$ cat config.mk
export PLATFORM = sky130hd
export DESIGN_NAME = pixel_fade_vignette_flat
export DESIGN_NICKNAME = d
export VERILOG_FILES = /design/src/rtl/core/pfv_pkg.sv /design/src/rtl/core/pfv_stream_if.sv /design/src/rtl/core/pfv_serdiv.sv /design/src/rtl/core/pixel_fade_vignette.sv /design/src/flat_wrapper.sv
export SDC_FILE = /design/constraint.sdc
export NUM_CORES = 2
export LEC_CHECK = 0
export BUFFER_PORTS_ARGS = -buffer_cell sky130_fd_sc_hd__buf_2
export CAP_MARGIN = 20
export CELL_PAD_IN_SITES_DETAIL_PLACEMENT = 1
export CELL_PAD_IN_SITES_GLOBAL_PLACEMENT = 1
export CORE_MARGIN = 2
export CORE_UTILIZATION = 35
export DETAILED_ROUTE_END_ITERATION = 12
export GPL_ROUTABILITY_DRIVEN = 0
export PLACE_DENSITY = 0.56
export SYNTH_ARGS = -nofsm -noshare
export SYNTH_HDL_FRONTEND = slang
export SYNTH_SLANG_ARGS = --single-unit
$ cat constraint.sdc
create_clock -name clk -period 8.9 [get_ports clk]
set_clock_uncertainty 0.2 [all_clocks]
set_input_delay 0.89 -clock clk [delete_from_list [all_inputs] [get_ports clk]]
set_output_delay 0.89 -clock clk [all_outputs]
set_load 0.01 [all_outputs]
$ cat src/rtl/core/pfv_pkg.sv
// Package for pixel_fade_vignette: widths, register indexes, shared types.
// No dependencies.
`default_nettype none
package pfv_pkg;
  localparam int MaxDim    = 4096;
  localparam int DimW      = 13;            // register width
  localparam int PosW      = 12;            // coordinate width
  localparam int QW        = 11;            // q in 0..1999
  localparam int TW        = 20;            // t in 0..1000000
  localparam int ProdW     = 40;            // t_row * t_col
  localparam int ChW       = 8;
  localparam int DivW      = 48;            // prod * channel
  localparam logic [DivW-1:0] Scale = 48'd1000000000000;
  localparam int CfgIdxW   = 1;
  localparam logic [CfgIdxW-1:0] RegWidth  = 1'b0;
  localparam logic [CfgIdxW-1:0] RegHeight = 1'b1;

  typedef logic [31:0] pixel_t;
  typedef struct packed {
    pixel_t     word;
    logic       eof;
  } result_t;

  function automatic logic [DimW-1:0] eff_dim(input logic [DimW-1:0] v);
    logic [DimW-1:0] r;
    r = v;
    if (v == '0) r = DimW'(1);
    else if (v > DimW'(MaxDim)) r = DimW'(MaxDim);
    return r;
  endfunction
endpackage
`default_nettype wire

$ cat src/rtl/core/pfv_stream_if.sv
// Valid/ready stream interfaces: one carries pixels in, one carries results out.
// No dependencies.
`default_nettype none
interface pfv_pixel_if (input wire logic clk);
  logic valid;
  logic ready;
  logic [31:0] pixel_word;
  modport source (output valid, output pixel_word, input ready);
  modport sink (input valid, input pixel_word, output ready);
endinterface

interface pfv_result_if (input wire logic clk);
  logic valid;
  logic ready;
  logic [31:0] faded_word;
  logic end_of_frame;
  modport source (output valid, output faded_word, output end_of_frame, input ready);
  modport sink (input valid, input faded_word, input end_of_frame, output ready);
endinterface
`default_nettype wire

$ cat src/rtl/core/pfv_serdiv.sv
// Bit-serial restoring divider, one quotient bit per cycle.
// Depends on pfv_pkg.
`default_nettype none
module pfv_serdiv (
  input  wire logic                    clk,
  input  wire logic                    rst,
  input  wire logic                    start,
  input  wire logic [pfv_pkg::DivW-1:0] dividend,
  input  wire logic [pfv_pkg::DivW-1:0] divisor,
  output logic                          done,
  output logic [pfv_pkg::DivW-1:0]      quotient
);
  import pfv_pkg::*;
  localparam int CntW = $clog2(DivW + 1);
  logic [DivW-1:0] rem, quo, dsr;
  logic [CntW-1:0] cnt;
  logic            busy;
  logic [DivW:0]   trial;
  logic [DivW-1:0] shifted;

  assign shifted  = {rem[DivW-2:0], quo[DivW-1]};
  assign trial    = {rem, quo[DivW-1]} - {1'b0, dsr};
  assign quotient = quo;

  always_ff @(posedge clk) begin
    done <= !rst && !start && busy && (cnt == CntW'(1));
    if (rst) begin
      busy <= 1'b0;
      cnt  <= '0;
    end else if (start) begin
      busy <= 1'b1;
      rem  <= '0;
      quo  <= dividend;
      dsr  <= divisor;
      cnt  <= CntW'(DivW);
    end else if (busy) begin
      if (!trial[DivW]) begin
        rem <= trial[DivW-1:0];
        quo <= {quo[DivW-2:0], 1'b1};
      end else begin
        rem <= shifted;
        quo <= {quo[DivW-2:0], 1'b0};
      end
      cnt <= cnt - 1'b1;
      if (cnt == CntW'(1)) begin
        busy <= 1'b0;
      end
    end
  end
endmodule
`default_nettype wire

$ cat src/rtl/core/pixel_fade_vignette.sv
// Top level of pixel_fade_vignette: sequencer around one shared serial divider.
// Depends on pfv_pkg, pfv_stream_if, pfv_serdiv.
//
// Use: RGBA pixels arrive in raster order on the pixel_in channel
// (valid/ready, request accepted when both high). Each produces one result
// on result_out: red, green and blue faded by a weight that falls to black
// at the top row and left column, alpha untouched, end_of_frame on the last
// pixel of the frame.
// Sequence: one item at a time through a 48-bit bit-serial divider, used
// five times (q for row, q for column, then red, green, blue scaled by
// 10^12); the t product is formed between the q passes and the channel
// passes. The divider's loop yields one quotient bit per cycle.
// Flow: one pixel at a time; the next request can be taken the cycle
// after the previous result is taken.
// Stall: the result holds in the output register until taken; no new
// request is taken meanwhile.
// Reset: frame 640 x 480, positions zero. Any register write to a valid
// index also restarts the frame at row 0, column 0.
`default_nettype none
module pixel_fade_vignette (
  input  wire logic              clk,
  input  wire logic              rst,
  pfv_pixel_if.sink              pixel_in,
  pfv_result_if.source           result_out,
  input  wire logic              cfg_we,
  input  wire logic [pfv_pkg::CfgIdxW-1:0] cfg_index,
  input  wire logic [pfv_pkg::DimW-1:0]    cfg_data
);
  import pfv_pkg::*;

  localparam logic [3:0] S_IDLE = 4'd0, S_QR = 4'd1, S_QC = 4'd2, S_TMUL = 4'd3,
                         S_PMUL = 4'd4, S_CH = 4'd5, S_WAIT = 4'd6, S_OUT = 4'd7;

  logic [DimW-1:0] frame_width, frame_height, w, h;
  logic [PosW-1:0] row_position, column_position, row, col;
  logic [3:0]      state;
  logic [1:0]      ch_idx;
  pixel_t          px;
  logic [PosW-1:0] col_hold;
  logic [TW-1:0]   t_row, t_col;
  logic [ProdW-1:0] prod;
  logic [ChW-1:0]  rgb [3];
  logic            eof, last_col, last_row;
  logic            take;

  logic            div_start, div_done;
  logic [DivW-1:0] div_a, div_b, div_q;
  logic [QW-1:0]   qsat;
  logic signed [QW:0] dq;
  logic signed [2*QW+1:0] dsq;
  logic [TW-1:0]   tval;
  logic [ChW-1:0]  chan;

  assign w = eff_dim(frame_width);
  assign h = eff_dim(frame_height);
  // positions past a shrunk frame clamp to its last row or column
  assign col = ({1'b0, column_position} >= w) ? PosW'(w - 1'b1) : column_position;
  assign row = ({1'b0, row_position} >= h) ? PosW'(h - 1'b1) : row_position;
  assign last_col = ({1'b0, col} == w - 1'b1);
  assign last_row = ({1'b0, row} == h - 1'b1);
  assign take = pixel_in.valid && (state == S_IDLE);
  // q clamps to 1999; t = 10^6 - (q-1000)^2
  assign qsat = (div_q > DivW'(1999)) ? QW'(1999) : div_q[QW-1:0];
  assign dq   = $signed({1'b0, qsat}) - $signed((QW+1)'(1000));
  assign dsq  = dq * dq;
  assign tval = TW'(1000000) - dsq[TW-1:0];
  assign chan = px[31 - 8*ch_idx -: 8];

  pfv_serdiv u_div (
    .clk(clk), .rst(rst), .start(div_start), .dividend(div_a),
    .divisor(div_b), .done(div_done), .quotient(div_q)
  );

  assign pixel_in.ready        = (state == S_IDLE);
  assign result_out.valid      = (state == S_OUT);
  assign result_out.faded_word = {rgb[0], rgb[1], rgb[2], px[7:0]};
  assign result_out.end_of_frame = eof;

  always_ff @(posedge clk) begin
    div_start <= !rst && (take || ((state == S_QR) && div_done) || (state == S_PMUL));
    if (rst) begin
      frame_width     <= DimW'(640);
      frame_height    <= DimW'(480);
      row_position    <= '0;
      column_position <= '0;
      state           <= S_IDLE;
    end else begin
      if (cfg_we) begin
        unique case (cfg_index)
          RegWidth:  frame_width  <= cfg_data;
          RegHeight: frame_height <= cfg_data;
          default: ;
        endcase
        row_position    <= '0;
        column_position <= '0;
      end else if (take) begin
        if (last_col) begin
          column_position <= '0;
          row_position    <= last_row ? '0 : row + 1'b1;
        end else begin
          column_position <= col + 1'b1;
        end
      end
      unique case (state)
        S_IDLE: if (pixel_in.valid) begin
          px  <= pixel_in.pixel_word;
          eof <= last_col && last_row;
          div_a <= DivW'(2000) * DivW'(row);
          div_b <= DivW'(h);
          col_hold <= col;  // column parked until row quotient returns
          state <= S_QR;
        end
        S_QR: if (div_done) begin
          t_row <= tval;
          div_a <= DivW'(2000) * DivW'(col_hold);
          div_b <= DivW'(w);
          state <= S_QC;
        end
        S_QC: if (div_done) begin
          t_col <= tval;
          state <= S_TMUL;
        end
        S_TMUL: begin
          prod   <= t_row * t_col;
          ch_idx <= 2'd0;
          state  <= S_PMUL;
        end
        S_PMUL: begin
          div_a <= prod * DivW'(chan);
          div_b <= Scale;
          state <= S_CH;
        end
        S_CH: if (div_done) begin
          rgb[ch_idx] <= (div_q > DivW'(255)) ? 8'hFF : div_q[ChW-1:0];
          if (ch_idx == 2'd2) state <= S_OUT;
          else begin
            ch_idx <= ch_idx + 1'b1;
            state  <= S_PMUL;
          end
        end
        S_OUT: if (result_out.ready) state <= S_IDLE;
        default: state <= S_IDLE;
      endcase
    end
  end
endmodule
`default_nettype wire

$ cat src/flat_wrapper.sv
// flat-port wrapper written by rule: the top's interface ports become plain ports
module pixel_fade_vignette_flat import pfv_pkg::*;
  (clk, rst, cfg_we, cfg_index, cfg_data, pixel_in_valid, pixel_in_pixel_word, pixel_in_ready, result_out_valid, result_out_faded_word, result_out_end_of_frame, result_out_ready);
  pfv_pixel_if pixel_in_i (.clk(clk));
  pfv_result_if result_out_i (.clk(clk));
  input  wire logic clk;
  input  wire logic rst;
  input  wire logic cfg_we;
  input  wire logic [pfv_pkg::CfgIdxW-1:0] cfg_index;
  input  wire logic [pfv_pkg::DimW-1:0] cfg_data;
  input wire logic [$bits(pixel_in_i.valid)-1:0] pixel_in_valid;
  input wire logic [$bits(pixel_in_i.pixel_word)-1:0] pixel_in_pixel_word;
  output wire logic [$bits(pixel_in_i.ready)-1:0] pixel_in_ready;
  output wire logic [$bits(result_out_i.valid)-1:0] result_out_valid;
  output wire logic [$bits(result_out_i.faded_word)-1:0] result_out_faded_word;
  output wire logic [$bits(result_out_i.end_of_frame)-1:0] result_out_end_of_frame;
  input wire logic [$bits(result_out_i.ready)-1:0] result_out_ready;
  assign pixel_in_i.valid = pixel_in_valid;
  assign pixel_in_i.pixel_word = pixel_in_pixel_word;
  assign pixel_in_ready = pixel_in_i.ready;
  assign result_out_valid = result_out_i.valid;
  assign result_out_faded_word = result_out_i.faded_word;
  assign result_out_end_of_frame = result_out_i.end_of_frame;
  assign result_out_i.ready = result_out_ready;
  pixel_fade_vignette u_core (.clk(clk), .rst(rst), .pixel_in(pixel_in_i), .result_out(result_out_i), .cfg_we(cfg_we), .cfg_index(cfg_index), .cfg_data(cfg_data));
endmodule
-- Yosys cells after proc, flatten, opt, wreduce, memory -nomap -nowiden
Memory sizes are Yosys's and may differ from the RTL's.
Cells that the tools add are included.
- flip-flop bits (word level): 430
- RAM bits: 24
- bits of input ports: 51
- output and inout port bits: 35
- logic and storage cells: 134
- memories kept: 1
- add/subtract/negate cells: 10
- $mul: 5
- magnitude comparators: 6
- eq/ne operators: 16
- shifts and indexed selects: 1
- muxes and demuxes: 40
- bitwise operators: 2
- reductions and logical operators: 31
- memory list (name ; depth ; bits a word ; read ports ; clocked after memory_dff ; write ports ; RTL line ; text):
    u_core.rgb ; 3 ; 8 ; 3 ; 0 ; 1 ; pixel_fade_vignette.sv:42 ; logic [ChW-1:0] rgb [3];
- operator list (cell ; count):
    $mux 48 ; 8
    $pmux 48 s3 ; 2
    $mux 13 ; 4
    $sub 49x48->49 ; 1
    $gt 48x11->1 const B ; 1
    $gt 48x8->1 const B ; 1
    $mul 40x8->48 ; 1
    $mux 12 ; 4
    $mul 20x20->40 ; 1
    $shiftx 39x33->8 ; 1
    $mul 7x12->19 const A ; 2
    $pmux 4 s7 ; 1
    $eq 12x13->1 ; 2
    $ge 12x13->1 ; 2
    $gt 13x13->1 const B ; 2
    $logic_not 13->1 ; 2
    $sub 13x1->13 const B ; 2
    $add 12x1->12 const B ; 2
    $mul 12x12->20 ; 1
    $mux 4 ; 5
    $sub 20x20->20 const A ; 1
    $eq 4x3->1 const B ; 3
    $mux 6 ; 2
    $reduce_and 2->1 ; 6
    26 further kinds ; 54

-- Logic depth before layout (Yosys ltp)
- depth after elaboration: 8
- gate-level depth with buffers: 34

-- Cells and area by module
From an unflattened synthesis, not the netlist that was laid out.
- cells, all modules: 5170
- area, all modules: 50790.0 um^2
- modules (own cells, without submodules) (module ; instances ; cells an instance ; area an instance (um^2)):
    pixel_fade_vignette ; 1 ; 4344 ; 41766.3
    pfv_serdiv ; 1 ; 826 ; 9023.7

-- Worst setup path before layout
No wires, ideal clock.
- path type: reg-to-reg
- from: register u_core.frame_height[3]
- to: register u_core.div_a[22] (data pin)
- arrival time: 7.539 ns
- required time: 8.426 ns
- path slack: 0.888 ns
- cell stages (with the launch flop): 31
- path buffers: 3
- clock period less this slack: 8.012 ns
- cells stage by stage: dfxtp_1 -> buf_6 -> or4_4 -> nor4_2 -> a21oi_1 -> or2_1 -> clkbuf_1 -> inv_1 -> ha_1 -> nor2b_1 -> o21a_1 -> o21ai_0 -> a21oi_1 -> o21ai_1 -> clkbuf_1 -> mux2i_1 -> inv_1 -> fa_1 -> fa_1 -> fa_1 -> fa_1 -> ha_1 -> o21ai_0 -> nand2b_1 -> or3b_2 -> a31oi_1 -> a31oi_1 -> nand2b_1 -> mux2i_1 -> a221oi_1 -> o211ai_1
- word-level cells in the longest chain between the ends: 8
- elaborated cells on any way between the ends: 10
- those cells by class: add/sub (1); mul (1); order compare (2); mux (5); reduce/logical (1)
- ends and longest elaborated chain (item ; RTL line ; text):
    start, declared ; pixel_fade_vignette.sv:34 ; logic [DimW-1:0] frame_width, frame_height, w, h;
    start signal, assigned ; pixel_fade_vignette.sv:83 ; frame_height <= DimW'(480);
    start signal, assigned ; pixel_fade_vignette.sv:91 ; RegHeight: frame_height <= cfg_data;
    $gt 13x13->1 ; pfv_pkg.sv:28 ; else if (v > DimW'(MaxDim)) r = DimW'(MaxDim);
    $mux 13 ; pfv_pkg.sv:28 ;
    $mux 13 * ; pfv_pkg.sv:27 ; if (v == '0) r = DimW'(1);
    $sub 13x1->13 / $ge 12x13->1 (equally long branches) ; pixel_fade_vignette.sv:58 ; assign row = ({1'b0, row_position} >= h) ? PosW'(h - 1'b1) : row_position;
    $mux 12 * ; pixel_fade_vignette.sv:58 ;
    $mul 7x12->19 * ; pixel_fade_vignette.sv:108 ; div_a <= DivW'(2000) * DivW'(row);
    $mux 48 * ; pixel_fade_vignette.sv:105 ; S_IDLE: if (pixel_in.valid) begin
    $pmux 48 s3 * ; pixel_fade_vignette.sv:104 ; unique case (state)
    end signal, assigned ; pixel_fade_vignette.sv:108 ;
    end signal, assigned ; pixel_fade_vignette.sv:115 ; div_a <= DivW'(2000) * DivW'(col_hold);
    end signal, assigned ; pixel_fade_vignette.sv:129 ; div_a <= prod * DivW'(chan);
    end, declared ; pixel_fade_vignette.sv:47 ; logic [DivW-1:0] div_a, div_b, div_q;
Every way passes the cells marked *; elsewhere a longest branch is shown, timed or not. The select of a mux whose other input is x is not followed.
A chain may end at the register's enable or synchronous reset.

-- Worst setup path in the final report
- from: register u_core.u_div.quo[42] (netlist: u_core.u_div.quotient[42])
- to: register u_core.t_col[17] (data pin)
- word-level cells in the longest chain between the ends: 5
- ends and longest elaborated chain (item ; RTL line ; text):
    start, declared ; pfv_serdiv.sv:15 ; logic [DivW-1:0] rem, quo, dsr;
    start signal, assigned ; pfv_serdiv.sv:33 ; quo <= dividend;
    start signal, assigned ; pfv_serdiv.sv:39 ; quo <= {quo[DivW-2:0], 1'b1};
    start signal, assigned ; pfv_serdiv.sv:42 ; quo <= {quo[DivW-2:0], 1'b0};
    $gt 48x11->1 ; pixel_fade_vignette.sv:63 ; assign qsat = (div_q > DivW'(1999)) ? QW'(1999) : div_q[QW-1:0];
    $mux 11 ; pixel_fade_vignette.sv:63 ;
    $sub 11x10->12 ; pixel_fade_vignette.sv:64 ; assign dq = $signed({1'b0, qsat}) - $signed((QW+1)'(1000));
    $mul 12x12->20 ; pixel_fade_vignette.sv:65 ; assign dsq = dq * dq;
    $sub 20x20->20 ; pixel_fade_vignette.sv:66 ; assign tval = TW'(1000000) - dsq[TW-1:0];
    named net u_core.tval[17] ; pixel_fade_vignette.sv:51 ; logic [TW-1:0] tval;
    end signal, assigned ; pixel_fade_vignette.sv:120 ; t_col <= tval;
    end, declared ; pixel_fade_vignette.sv:40 ; logic [TW-1:0] t_row, t_col;
The timed path passes the listed nets, and every way through them passes these cells.

==> flow_metrics.tcl <==
set metrics [dict create \
    wl_per_cell_um 19.12 \
    cp.arrival_ps 8480 \
    viasPerCell 4.996 \
    reg2reg_from "u_core.u_div.quotient[42]" \
    pin_count 86 \
    die_w_um 376.8 \
    insertion_delay_ps 630 \
    r2r_end "u_core.t_col[17]" \
    portBuffers 85 \
    synthArstFlopShare 0 \
    grt_pass1_wl_um 216900 \
    crit_required_ps 9050 \
    final_nets 6223 \
    synth_area_um2 48650 \
    clockRootBuffer "clkbuf_16" \
    post_cts_buffers 0 \
    grt_pass1_vias 38040 \
    die_height_um 376.8 \
    status "complete, no violations" \
    ys_seq_area_frac 0.2230 \
    firstDrtPassIters 5 \
    antenna_found_initial 3 \
    hold_buffers 0 \
    synth_cell_types 92 \
    min_period_ps 8334 \
    grt_max_degree 72 \
    cts_tree "built" \
    drive_gt1_frac 0.07150 \
    critical-path-max-stage-delay_ps 550 \
    endpoint_kind "flip-flop" \
    fmaxAchievable_mhz 120.0 \
    postLayoutCellArea_um2 52900 \
    hold_path_startpoint "u_core.div_b[6]" \
    cp_common_cell "fa_1" \
    power.density_nw_per_um2 116.3 \
    first_iter_violations 1479 \
    final_hold_viol_count 0 \
    leakage_uw 0.02373 \
    ant_nets 0 \
    start_util 0.3534 \
    max_slew_margin 0.2600 \
    worst_pin_slew_ps 1082 \
    drv_slew 0 \
    clk_pin_slew_ps 60 \
    gr-total-overflow 0 \
    cts_buffers 48 \
    grt_use_total 0.1922 \
    vdd.ir_drop.worst_uv 140.6 \
    synth_edf_count 320 \
    finalSetupViolations 0 \
    nFillCells 15530 \
    min_period_over_period 0.9364 \
    seqCellArea_um2 10850 \
    post_dp_cell_area_um2 51230 \
    post-route-drc-count 0 \
    min_path_cells 0 \
    syn_avg_cell_area_um2 9.744 \
    timing.reg2reg.setup_slack_ps 570 \
    vias 34260 \
    startpoint_type "flip-flop" \
    placementRows 136 \
    ys.flop_type "edfxtp_1" \
    fin_setup_tns_ps 0 \
    clock_sinks 382 \
    critical_path.max_fanout 7 \
    multi_input_area_um2 34110 \
    dieArea_um2 142000 \
    wirelength_um 131100 \
    holdPathEnd "u_core.u_div.dsr[6]" \
    core_area_um2 137700 \
    clockBufferDepth 3 \
    synth.ff_latch_count 382 \
    synth_cells 4993 \
    dp_hpwl_um 106200 \
    cts_resized 0 \
    synth_warnings 0 \
    drv_cap 0 \
    crit_path_top_delay_cell "fa_1" \
    ff2ff_path_depth 29 \
    grt_setup_unrepaired "no" \
    path_class "flip-flop to flip-flop" \
    htree_levels 2 \
    holdCritPathClass "flip-flop to flip-flop" \
    syn_to_final_growth_pct 8.733 \
]
==> cell families (layout without fill, tap and decap cells) <==
| family | Yosys count | in the layout | synth area share |
|---|---|---|---|
| other | 2 | 9 | 0.0001544 |
| and+or+nand+nor | 1569 | 1569 | 0.1515 |
| xor gates and xnor gates | 213 | 213 | 0.03834 |
| adders and majority gates | 1147 | 1147 | 0.4067 |
| muxes | 78 | 78 | 0.01942 |
| buffers and inverters | 989 | 1053 | 0.07784 |
| DFF | 382 | 382 | 0.2230 |
| AOI/OAI and AO/OA | 613 | 613 | 0.08301 |
==> cells in the final DEF (no fill, tap or decap), types with 10 or more instances in the layout <==
cell / count
edfxtp_1: 320
nor3_1: 68
buf_2: 85
o21a_1: 27
a31oi_1: 19
nor2_1: 244
mux2_2: 50
a21oi_1: 191
o21ai_0: 106
fa_1: 724
or3_1: 25
o31ai_1: 19
nand3_1: 47
or2_2: 12
dfxtp_1: 61
and3_1: 18
nand4_1: 26
o21bai_1: 19
and2_1: 252
nand2_1: 709
nor4_1: 26
a211oi_1: 24
inv_1: 791
nor2b_1: 28
clkinv_1: 10
nand2b_1: 58
xor2_1: 70
a21o_1: 72
nand3b_1: 15
mux2i_1: 19
buf_4: 83
ha_1: 423
xnor2_1: 141
clkbuf_16: 51
==> sequential cells by signal (all words and copies together), names as in the netlist, 19 cells and up <==
signal / count
u_core.t_col: 19
u_core.u_div.quotient: 48
u_core.prod: 39
u_core.t_row: 19
u_core.u_div.rem: 48
u_core.div_a: 48
u_core.px: 32
u_core.rgb: 24
==> per-layer routing <==
| metal | part of all wire | GRT usage | up-vias |
|---|---|---|---|
| met1 | 0.50 | 0.2852 | 17620 |
| met5 | 0 | 0 | - |
| met4 | 0.015 | 0.03109 | 0 |
| li1 | - | - | 16190 |
| met2 | 0.46 | 0.3079 | 359 |
| met3 | 0.028 | 0.01819 | 97 |
==> cell type report <==
| type | instances | share of cell area |
|---|---|---|
| diodes | 1 | 0.00004730 |
| clock buffers | 59 | 0.02469 |
| clock inverters | 29 | 0.006220 |
| inverters | 795 | 0.05641 |
| multi-input cells | 3628 | 0.6447 |
| flip-flops and latches | 382 | 0.2052 |
| well taps | 1794 | 0.04243 |
| repair buffers | 170 | 0.02034 |
==> where the power goes <==
group | internal (uW) | switching, uW
Clock | 1200 | 837
Combinational | 810 | 1210
Sequential | 2020 | 68.9
==> worst max-delay path, delay by kind of cell, from the launching register on <==
family | cells | cell delay (ps)
AOI/OAI and AO/OA | 5 | 1070
adders and majority gates | 8 | 3690
buffers and inverters | 4 | 390
DFF | 1 | 400
and+or+nand+nor | 12 | 2310
==> worst max-delay path by stage <==
stage                     slack [ps]               end                 startpoint
after floorplan                  890  u_core.div_a[22]     u_core.frame_height[3]
after global placement           620  u_core.div_a[22]     u_core.frame_height[2]
after detailed placement         430  u_core.t_row[17]  u_core.u_div.quotient[42]
after CTS                        410  u_core.t_col[17]  u_core.u_div.quotient[42]
after global routing              10  u_core.div_a[22]     u_core.frame_height[2]
final                            570  u_core.t_col[17]  u_core.u_div.quotient[42]
==> cell usage after synthesis (all sizes together) (11+ instances only) <==
cell / number / share of area
a2111oi: 11 / 0.0021
a211oi: 24 / 0.0037
a21o: 72 / 0.011
a21oi: 192 / 0.020
a31oi: 19 / 0.0024
and2: 252 / 0.032
and3: 18 / 0.0023
buf: 35 / 0.0042
clkbuf: 159 / 0.012
dfxtp: 62 / 0.026
edfxtp: 320 / 0.20
fa: 724 / 0.30
ha: 423 / 0.11
inv: 791 / 0.061
mux2: 51 / 0.012
mux2i: 19 / 0.0039
nand2: 710 / 0.055
nand2b: 58 / 0.0075
nand3: 47 / 0.0048
nand3b: 15 / 0.0023
nand4: 26 / 0.0033
nor2: 248 / 0.019
nor2b: 28 / 0.0036
nor3: 71 / 0.0075
nor4: 27 / 0.0036
o21a: 27 / 0.0042
o21ai: 111 / 0.011
o21bai: 19 / 0.0029
o2bb2ai: 14 / 0.0035
o31ai: 21 / 0.0034
or2: 14 / 0.0018
or3: 25 / 0.0032
xnor2: 142 / 0.026
xor2: 71 / 0.013
==> metrics by stage <==
stage	setup WS [ps]	hold WS, ps	total power (uW)	cells	utilization
2_1_floorplan	887.8	200.3	3576	4999	-
3_3_place_gp	617.9	202.6	4148	6766	0.3722
3_5_place_dp	433.4	206.1	4162	6766	0.3722
4_1_cts	407.0	178.8	6252	6854	0.3841
5_1_grt	12.69	198.7	6557	6857	0.3843
6_report	566.2	218.9	6150	6858	0.3843
No activity file was read; power rests on OpenSTA's default activity.
